$ cat src/hw/rtl/chbt_pkg.sv
`timescale 1ns / 1ps
`default_nettype none
// ----------------------------------------------------------------------------
// chbt_pkg
// Shared types and constants for the chained hash bucket table.
// ----------------------------------------------------------------------------
package chbt_pkg;

	// Offset added to the status before the bucket reduction
	localparam int HASH_OFFSET = 10;
	// Number of distinct status codes
	localparam int STATUS_VALUES = 256;

	// Field widths
	localparam int CLIENT_W = 16;
	localparam int STATUS_W = 8;
	localparam int DAY_W    = 16;
	localparam int ID_W     = 6;
	localparam int REC_W    = CLIENT_W + STATUS_W + DAY_W;
	localparam int IN_TDATA_W  = 40;
	localparam int OUT_TDATA_W = 48;
	localparam int OUT_PAD_W   = OUT_TDATA_W - (ID_W + REC_W);

	// Item kind carried on the input tuser
	typedef enum logic {
		KIND_INSERT = 1'b0,
		KIND_QUERY  = 1'b1
	} kind_t;

	// Control sequencer states
	typedef enum logic {
		ST_IDLE,
		ST_WALK
	} state_t;

endpackage : chbt_pkg
`default_nettype wire

$ cat src/hw/rtl/chbt_ram.sv
`timescale 1ns / 1ps
`default_nettype none
// ----------------------------------------------------------------------------
// chbt_ram
// Simple dual-port synchronous RAM: one write port, one registered read port.
// ----------------------------------------------------------------------------
module chbt_ram #(
	parameter int WIDTH = 40,
	parameter int DEPTH = 32,
	localparam int AW = $clog2(DEPTH)
) (
	input  wire logic             clk,
	input  wire logic             we,
	input  wire logic [AW-1:0]    waddr,
	input  wire logic [WIDTH-1:0] wdata,
	input  wire logic             re,
	input  wire logic [AW-1:0]    raddr,
	output logic      [WIDTH-1:0] rdata
);

	logic [WIDTH-1:0] mem [DEPTH];

	// Write port
	always_ff @(posedge clk) begin
		if (we) begin
			mem[waddr] <= wdata;
		end
	end

	// Read port; data holds while no read is issued
	always_ff @(posedge clk) begin
		if (re) begin
			rdata <= mem[raddr];
		end
	end

endmodule : chbt_ram
`default_nettype wire

$ cat src/hw/rtl/chbt_ctrl.sv
`timescale 1ns / 1ps
`default_nettype none
// ----------------------------------------------------------------------------
// chbt_ctrl
// Bucket head/tail registers, slot allocation, chain walk sequencer and the
// result output register.
// ----------------------------------------------------------------------------
module chbt_ctrl import chbt_pkg::*; #(
	parameter int CAPACITY = 32,
	parameter int BUCKETS  = 7,
	localparam int SW = $clog2(CAPACITY),
	localparam int CW = $clog2(CAPACITY + 1),
	localparam int BW = $clog2(BUCKETS)
) (
	input  wire logic                   clk,
	input  wire logic                   arst_n,
	// input stream
	input  wire logic                   s_tvalid,
	output logic                        s_tready,
	input  wire logic                   s_tuser,
	input  wire logic [BW-1:0]          bucket,
	// output stream
	output logic                        m_tvalid,
	input  wire logic                   m_tready,
	output logic [OUT_TDATA_W-1:0]      m_tdata,
	output logic                        m_tuser,
	output logic                        m_tlast,
	// record and link memories
	output logic                        rec_we,
	output logic [SW-1:0]               rec_waddr,
	input  wire logic [REC_W-1:0]       rec_rdata,
	output logic                        link_we,
	output logic [SW-1:0]               link_waddr,
	output logic [SW-1:0]               link_wdata,
	output logic                        rd_en,
	output logic [SW-1:0]               rd_addr,
	input  wire logic [SW-1:0]          link_rdata
);

	state_t state_q, state_d;

	logic [CW-1:0]      count_q;
	logic [BUCKETS-1:0] head_valid_q;
	logic [SW-1:0]      head_q [BUCKETS];
	logic [SW-1:0]      tail_q [BUCKETS];
	logic [SW-1:0]      cur_q;
	logic [SW-1:0]      walk_tail_q;

	logic                m_valid_q;
	logic                ok_q;
	logic                last_q;
	logic [ID_W-1:0]     id_q;
	logic [CLIENT_W-1:0] client_q;
	logic [STATUS_W-1:0] status_q;
	logic [DAY_W-1:0]    day_q;

	logic          out_free;
	logic          acc;
	logic          is_ins;
	logic          full;
	logic          hv;
	logic [SW-1:0] head_rd;
	logic [SW-1:0] tail_rd;
	logic [SW-1:0] new_slot;
	logic          ins_ok;
	logic          walk_last;
	logic          load_ack;
	logic          load_rec;

	// Handshake and lookup of the addressed bucket
	assign out_free  = !m_valid_q || m_tready;
	assign s_tready  = (state_q == ST_IDLE) && out_free;
	assign acc       = s_tvalid && s_tready;
	assign is_ins    = (s_tuser == KIND_INSERT);
	assign full      = (count_q == CW'(CAPACITY));
	assign hv        = head_valid_q[bucket];
	assign head_rd   = head_q[bucket];
	assign tail_rd   = tail_q[bucket];
	assign new_slot  = count_q[SW-1:0];
	assign ins_ok    = acc && is_ins && !full;
	assign walk_last = (cur_q == walk_tail_q);

	// Insert writes: record into the new slot, link from the old tail
	assign rec_we     = ins_ok;
	assign rec_waddr  = new_slot;
	assign link_we    = ins_ok && hv;
	assign link_waddr = tail_rd;
	assign link_wdata = new_slot;

	// Next state
	always_comb begin
		state_d = state_q;
		unique case (state_q)
			ST_IDLE: begin
				if (acc && !is_ins && hv) begin
					state_d = ST_WALK;
				end
			end
			ST_WALK: begin
				if (out_free && walk_last) begin
					state_d = ST_IDLE;
				end
			end
			default: state_d = ST_IDLE;
		endcase
	end

	// Sequencer outputs: memory reads and output loads
	always_comb begin
		rd_en    = 1'b0;
		rd_addr  = head_rd;
		load_ack = 1'b0;
		load_rec = 1'b0;
		unique case (state_q)
			ST_IDLE: begin
				if (acc) begin
					if (is_ins || !hv) begin
						load_ack = 1'b1;
					end else begin
						rd_en   = 1'b1;
						rd_addr = head_rd;
					end
				end
			end
			ST_WALK: begin
				if (out_free) begin
					load_rec = 1'b1;
					if (!walk_last) begin
						rd_en   = 1'b1;
						rd_addr = link_rdata;
					end
				end
			end
			default: ;
		endcase
	end

	// Control state
	always_ff @(posedge clk or negedge arst_n) begin
		if (!arst_n) begin
			state_q      <= ST_IDLE;
			count_q      <= '0;
			head_valid_q <= '0;
			m_valid_q    <= 1'b0;
		end else begin
			state_q <= state_d;
			if (ins_ok) begin
				count_q <= count_q + CW'(1);
				if (!hv) begin
					head_valid_q[bucket] <= 1'b1;
				end
			end
			if (load_ack || load_rec) begin
				m_valid_q <= 1'b1;
			end else if (m_tready) begin
				m_valid_q <= 1'b0;
			end
		end
	end

	// Bucket pointers and walk position
	always_ff @(posedge clk) begin
		if (ins_ok) begin
			if (!hv) begin
				head_q[bucket] <= new_slot;
			end
			tail_q[bucket] <= new_slot;
		end
		if (rd_en) begin
			cur_q <= rd_addr;
		end
		if (acc && !is_ins) begin
			walk_tail_q <= tail_rd;
		end
	end

	// Result payload
	always_ff @(posedge clk) begin
		if (load_ack) begin
			ok_q     <= ins_ok;
			id_q     <= ins_ok ? ID_W'(7'(new_slot) + 7'd1) : '0;
			client_q <= '0;
			status_q <= '0;
			day_q    <= '0;
			last_q   <= 1'b1;
		end else if (load_rec) begin
			ok_q     <= 1'b1;
			id_q     <= ID_W'(7'(cur_q) + 7'd1);
			client_q <= rec_rdata[CLIENT_W-1:0];
			status_q <= rec_rdata[CLIENT_W+STATUS_W-1:CLIENT_W];
			day_q    <= rec_rdata[REC_W-1:CLIENT_W+STATUS_W];
			last_q   <= walk_last;
		end
	end

	assign m_tvalid = m_valid_q;
	assign m_tuser  = ok_q;
	assign m_tlast  = last_q;
	assign m_tdata  = {{OUT_PAD_W{1'b0}}, day_q, status_q, client_q, id_q};

endmodule : chbt_ctrl
`default_nettype wire

$ cat src/hw/rtl/chained_hash_bucket_table_core.sv
`timescale 1ns / 1ps
`default_nettype none
// An insert or an empty-bucket query gives its single result in the cycle after
// acceptance; a query's first record passes the memory read and output registers.
// While the output is taken, inserts take one item per cycle and a query emits one
// record per cycle via the link read loop and blocks input until its last record.
// Reset (arst_n, async): empties all buckets and the slot count; the record and
// link memories are not cleared.
// ----------------------------------------------------------------------------
// chained_hash_bucket_table_core
// Hash table with separate chaining over a fixed pool of record slots.
// ----------------------------------------------------------------------------
module chained_hash_bucket_table_core import chbt_pkg::*; #(
	parameter int CAPACITY = 32,
	parameter int BUCKETS  = 7
) (
	input  wire logic                   clk,
	input  wire logic                   arst_n,
	// input stream
	input  wire logic                   s_tvalid,
	output logic                        s_tready,
	input  wire logic [IN_TDATA_W-1:0]  s_tdata,   // client, status, launch_day
	input  wire logic                   s_tuser,   // kind
	// output stream
	output logic                        m_tvalid,
	input  wire logic                   m_tready,
	output logic [OUT_TDATA_W-1:0]      m_tdata,   // order_id, out_client, out_status,
	                                               // out_day, zero pad
	output logic                        m_tuser,   // ok
	output logic                        m_tlast    // last
);

	localparam int SW = $clog2(CAPACITY);
	localparam int BW = $clog2(BUCKETS);

	logic [BW-1:0]    bkt_lut [STATUS_VALUES];
	logic [BW-1:0]    bucket;
	logic             rec_we;
	logic [SW-1:0]    rec_waddr;
	logic [REC_W-1:0] rec_rdata;
	logic             link_we;
	logic [SW-1:0]    link_waddr;
	logic [SW-1:0]    link_wdata;
	logic             rd_en;
	logic [SW-1:0]    rd_addr;
	logic [SW-1:0]    link_rdata;

	// Bucket table: (status + offset) mod BUCKETS, fixed at elaboration
	for (genvar g = 0; g < STATUS_VALUES; g++) begin : g_bkt
		assign bkt_lut[g] = BW'((g + HASH_OFFSET) % BUCKETS);
	end
	assign bucket = bkt_lut[s_tdata[CLIENT_W+STATUS_W-1:CLIENT_W]];

	chbt_ctrl #(
		.CAPACITY (CAPACITY),
		.BUCKETS  (BUCKETS)
	) u_ctrl (
		.clk        (clk),
		.arst_n     (arst_n),
		.s_tvalid   (s_tvalid),
		.s_tready   (s_tready),
		.s_tuser    (s_tuser),
		.bucket     (bucket),
		.m_tvalid   (m_tvalid),
		.m_tready   (m_tready),
		.m_tdata    (m_tdata),
		.m_tuser    (m_tuser),
		.m_tlast    (m_tlast),
		.rec_we     (rec_we),
		.rec_waddr  (rec_waddr),
		.rec_rdata  (rec_rdata),
		.link_we    (link_we),
		.link_waddr (link_waddr),
		.link_wdata (link_wdata),
		.rd_en      (rd_en),
		.rd_addr    (rd_addr),
		.link_rdata (link_rdata)
	);

	// Record store: client, status, day per slot
	chbt_ram #(
		.WIDTH (REC_W),
		.DEPTH (CAPACITY)
	) u_rec_ram (
		.clk   (clk),
		.we    (rec_we),
		.waddr (rec_waddr),
		.wdata (s_tdata[REC_W-1:0]),
		.re    (rd_en),
		.raddr (rd_addr),
		.rdata (rec_rdata)
	);

	// Chain successor per slot
	chbt_ram #(
		.WIDTH (SW),
		.DEPTH (CAPACITY)
	) u_link_ram (
		.clk   (clk),
		.we    (link_we),
		.waddr (link_waddr),
		.wdata (link_wdata),
		.re    (rd_en),
		.raddr (rd_addr),
		.rdata (link_rdata)
	);

`ifndef SYNTH
	// Input is taken only when the output register can accept a result
	a_ready_room: assert property (@(posedge clk) disable iff (!arst_n)
		s_tready |-> (!m_tvalid || m_tready))
		else $error("input accepted while output register blocked");

	// A chain walk read never coincides with an insert write
	a_no_rd_wr: assert property (@(posedge clk) disable iff (!arst_n)
		rd_en |-> (!rec_we && !link_we))
		else $error("memory read overlaps insert write");

	// The tail link written by an insert never targets the new slot
	a_link_slot: assert property (@(posedge clk) disable iff (!arst_n)
		link_we |-> (link_waddr != rec_waddr))
		else $error("link write hits the newly allocated slot");

	// An accepted insert is acknowledged in the next cycle as a single last beat
	a_ins_ack: assert property (@(posedge clk) disable iff (!arst_n)
		(s_tvalid && s_tready && s_tuser == KIND_INSERT) |=>
		(m_tvalid && m_tlast && m_tdata[OUT_TDATA_W-1:ID_W] == '0))
		else $error("insert acknowledgement missing or malformed");
`endif

endmodule : chained_hash_bucket_table_core
`default_nettype wire
$ cat config.mk
export PLATFORM = sky130hd
export DESIGN_NAME = chained_hash_bucket_table_core
export DESIGN_NICKNAME = d
export VERILOG_FILES = /design/src/hw/rtl/chbt_pkg.sv /design/src/hw/rtl/chbt_ram.sv /design/src/hw/rtl/chbt_ctrl.sv /design/src/hw/rtl/chained_hash_bucket_table_core.sv
export SDC_FILE = /design/constraint.sdc
export NUM_CORES = 2
export LEC_CHECK = 0
export ABC_AREA = 0
export BUFFER_PORTS_ARGS = -buffer_cell sky130_fd_sc_hd__buf_2
export CELL_PAD_IN_SITES_DETAIL_PLACEMENT = 0
export CELL_PAD_IN_SITES_GLOBAL_PLACEMENT = 2
export CORE_MARGIN = 8
export CORE_UTILIZATION = 48
export CTS_BUF_LIST = sky130_fd_sc_hd__clkbuf_16
export DETAILED_ROUTE_END_ITERATION = 16
export PLACE_DENSITY_LB_ADDON = 0.1
export SLEW_MARGIN = 20
export SYNTH_ARGS = -nofsm -noshare
export SYNTH_HDL_FRONTEND = slang
export SYNTH_HIERARCHICAL = 1
export SYNTH_SLANG_ARGS = --single-unit
$ cat constraint.sdc
create_clock -name clk -period 4.6 [get_ports clk]
set_input_delay 1.38 -clock clk [delete_from_list [all_inputs] [get_ports clk]]
set_output_delay 1.38 -clock clk [all_outputs]
set_load 0.02 [all_outputs]
==> run metrics <==
sequential share of power=0.370; # fillers=slightly below 10000; Worst-Skew Late Latency=0.81 ns; Hold Path Class=reg -> reg; largest net degree at the start of global routing=61; Adder-Cell Fraction of Synth Area=0.00175; slew margin rel.=0.405; Die Height=roughly 380 um; grt peak-use layer=met2; H-tree levels=4; EDFF count, synth=about 1600; DR vias=about 37000; Worst path slowest cell=a2111oi_1; Cell Chain, Critical Path=buf_8 > inv_6 > ha_4 > buf_4 > nand2_1 > o21ai_0 > mux2i_1 > a2111oi_1 > a31o_2 > o22ai_4 > buf_12 > mux4_2 > nand2_2 > o21ai_2 > mux2_8 > buf_12 > buf_16 > buf_16 > buf_8 > mux2i_1 > a22o_1 > nor3_2 > a31oi_1 > nand3_1; Die X=approximately 380 um; Cell variety after synth=80; skew final=between 0.02 and 0.03 ns; failing checks=setup timing; status=finished with violations; TritonCTS Buffers=around 170; CP required=a little over 5 ns; dominant synthesized flop cell=edfxtp_1; CP endpoint kind=flop; Area after DPL=approximately 0.070 mm2; first-pass GRT wire length=approximately 260000 um; Fmax=0.200 GHz; Slew Viols, Final=0; GP Congestion=approximately 0.8; LEAKAGE=approximately 0.028 uW; worst vdd ir=about 440 uV; Crit path arrival time=between 5 and 6 ns; Least-Margin Pin Slew=about 0.89 ns; routed length per instance=slightly below 30 um; CORE AREA=between 0.1 and 0.15 mm2; switching share of total power=0.317; XOR/XNOR Fraction of Synth Area=0.00258; Worst Path Buf+Inv=8; CTS clk-pin slew, worst paths=around 0.060 ns; final hold violations=0; GRT Util Overall=0.242; hold depth=2; vias in the first global route=between 30000 and 40000; Max Cap Viol=0; die area=between 0.1 and 0.15 mm2; yosys warns=6; routed vias/inst=5.92; M1 GR Usage=0.328; gr ovfl total=0; Initial Util=0.483; # DRC=0; final core utilization=0.591; CTS tree=built; antenna viol nets, final=0; worst setup margin=-0.390 ns; internal power=about 33000 uW; port bufs=94; cells on worst reg2reg path=14; Final nets=4341; num rows=about 130; met2 global-route usage=0.407; final instance area=0.0788 mm2; share of power burned in the clock network=0.269; Synth Area in Compound Gates=0.0532; Final period util=1.08; initial antenna violation count=6; DR pass1 iterations=6; dpl hpwl=95200 um; io pins=97; clock sinks=between 1500 and 2000; root buf cell=clkbuf_16; net switching power=about 15000 uW; register area share after synthesis=0.751; Comb pwr share=0.362; Yosys reg bits=1628; CP Depth=24; Mean Syn Cell Area=~17 um2; unrepaired setup endpoints after global routing=true; fin crit period=roughly 5 ns; post-synthesis cell count=~3700; Startpoint Class=primary input; number of DRC markers in iteration 0=between 3000 and 4000; global-route met3 utilization=0.0389; worst-case clock buffer depth=3; Area growth syn-to-layout=22.4%; final setup vio count=between 40 and 50; final wirelength=approximately 180000 um; Cell Area, Synth=0.0644 mm2; post-synthesis mux area share=0.127; pwr dens=~610 mW/mm2; crit-path max cell delay=0.46 ns; post-synthesis simple-gate area fraction=0.0417; critical path class=in -> reg; ys async rst share=0.00921; power consumption=approximately 48000 uW; largest family of logic cells by synthesized area=multiplexers; share of cells above drive strength 1=0.260; cell family with most CP delay=compound AO/OA/AOI/OAI gates; CP Max Fanout=7
[worst min-delay path, cell delays in order, from the launching register on]
cell,delay (ns)
dfxtp_1,0.30
nand2_1,0.05
a21oi_1,0.05
[layer usage]
metal,up-vias,wire length [um]
li1,15900,-
met4,0,6020
met2,1351,89300
met1,19100,76600
met3,340,11700
met5,-,0
[path summary, 6_finish.rpt]
path                                      start                     end  slack [ns]
min in group asynchronous                arst_n         u_ctrl/m_tvalid        0.50
worst max-delay path                s_tdata[16]     u_rec_ram/rdata[19]       -0.39
worst max register to register  u_ctrl/cur_q[0]     u_rec_ram/rdata[19]        1.11
max in group asynchronous                arst_n  u_ctrl/head_valid_q[2]        3.81
worst min-delay path            u_ctrl/day_q[4]         u_ctrl/day_q[4]        0.45
worst min register to register  u_ctrl/day_q[4]         u_ctrl/day_q[4]        0.45
[Yosys cell counts, types with 3 or more instances]
cell / n / share of area
a211oi_1: 4 / 0.00047
a21o_1: 4 / 0.00047
a21oi_1: 168 / 0.013
a21oi_2: 10 / 0.0014
a22o_1: 82 / 0.011
a22oi_1: 123 / 0.014
a311oi_1: 3 / 0.00041
a31o_2: 3 / 0.00041
a31oi_1: 42 / 0.0041
a41o_1: 5 / 0.00078
and2_1: 3 / 0.00029
and3_1: 5 / 0.00049
buf_1: 13 / 0.00076
buf_2: 59 / 0.0046
buf_4: 36 / 0.0042
buf_6: 34 / 0.0059
clkbuf_1: 84 / 0.0049
clkbuf_4: 3 / 0.00035
dfrtp_1: 15 / 0.0058
dfxtp_1: 41 / 0.013
edfxtp_1: 1572 / 0.73
ha_1: 9 / 0.0017
inv_1: 12 / 0.00070
mux2_2: 23 / 0.0040
mux2i_1: 661 / 0.10
mux4_2: 57 / 0.020
nand2_1: 230 / 0.013
nand2b_1: 13 / 0.0013
nand3_1: 137 / 0.011
nand3b_1: 11 / 0.0013
nor2_1: 94 / 0.0055
nor2b_1: 5 / 0.00049
nor3_1: 55 / 0.0043
nor4_1: 4 / 0.00039
o211ai_1: 7 / 0.00082
o21ai_0: 17 / 0.0013
o22ai_1: 6 / 0.00058
o311ai_0: 3 / 0.00041
or2_2: 4 / 0.00039
or3_1: 4 / 0.00039
or3b_2: 5 / 0.00068
xnor2_1: 8 / 0.0011
xor2_1: 11 / 0.0015
[kinds of logic after synthesis]
kind of cell | after synthesis
adders and majority gates | 9
buffers and inverters | 246
muxes | 743
and+or+nand+nor | 586
xor gates and xnor gates | 19
AOI/OAI and AO/OA | 501
DFF | 1628
other | 1
[cell usage in the layout, fill, tap and decap left out, drive strengths merged, types with 15 or more instances in the layout]
| cell | instances |
|---|---|
| clkinv | 72 |
| a22o | 82 |
| mux2 | 31 |
| inv | 62 |
| nor2 | 95 |
| dfxtp | 41 |
| a31oi | 42 |
| o21ai | 18 |
| a21oi | 178 |
| a22oi | 123 |
| edfxtp | 1572 |
| nand3 | 137 |
| mux2i | 661 |
| clkbuf | 186 |
| nor3 | 56 |
| nand2 | 231 |
| mux4 | 57 |
| dfrtp | 15 |
| buf | 588 |
[power groups by stage]
stage | clock [uW] | combinational [uW] | sequential [uW]
after floorplan | 0 | 8620 | 18100
after global placement | 0 | 13800 | 18000
after detailed placement | 0 | 13900 | 18000
after CTS | 13100 | 16100 | 17700
after global routing | 13700 | 18300 | 17700
final | 12900 | 17300 | 17700
[final cells by class]
class,count,area (um2),share of cell area
clock buffer,172,4300,0.0546
tap,1768,2210,0.0281
inverter,15,70.1,0.000889
clock inverter,131,910,0.0115
multi-input combinational,1866,16000,0.203
timing repair buffer,607,6930,0.0879
antenna,3,7.51,0.0000952
sequential,1628,48400,0.614
[registers in the layout, indices dropped and copies added (netlist names)]
register	cells
u_rec_ram/rdata	40
u_ctrl/m_tlast	1
u_ctrl/cur_q	5
u_link_ram/rdata	5
u_ctrl/m_tuser	1
u_ctrl/day_q	16
u_ctrl/m_tvalid	1
u_ctrl/walk_tail_q	5
u_ctrl/head_q	35
u_rec_ram/mem	1280
u_ctrl/state_q	1
u_ctrl/tail_q	35
u_ctrl/client_q	16
u_link_ram/mem	160
u_ctrl/head_valid_q	7
u_ctrl/id_q	6
u_ctrl/count_q	6
u_ctrl/status_q	8
[through the flow]
step	hold slack, ns	setup TNS, ns	cells	setup WS [ns]
CTS	0.453	-14.96	6132	-0.411
global route	0.476	-21.95	6188	-0.486
global placement	0.440	-341.22	5740	-1.61
floorplan	0.431	-169.71	3734	-0.784
detailed placement	0.445	-365.66	5740	-1.67
finish	0.454	-14.24	6190	-0.390
[repair_timing]
action	4_1_cts	5_1_grt
hold buffers	0	0
gates resized for setup	138	170
setup buffers	68	49
endpoints found under the setup margin	254	250
pin swaps	65	104
cloned	27	16
(Power assumes the default switching activity.)
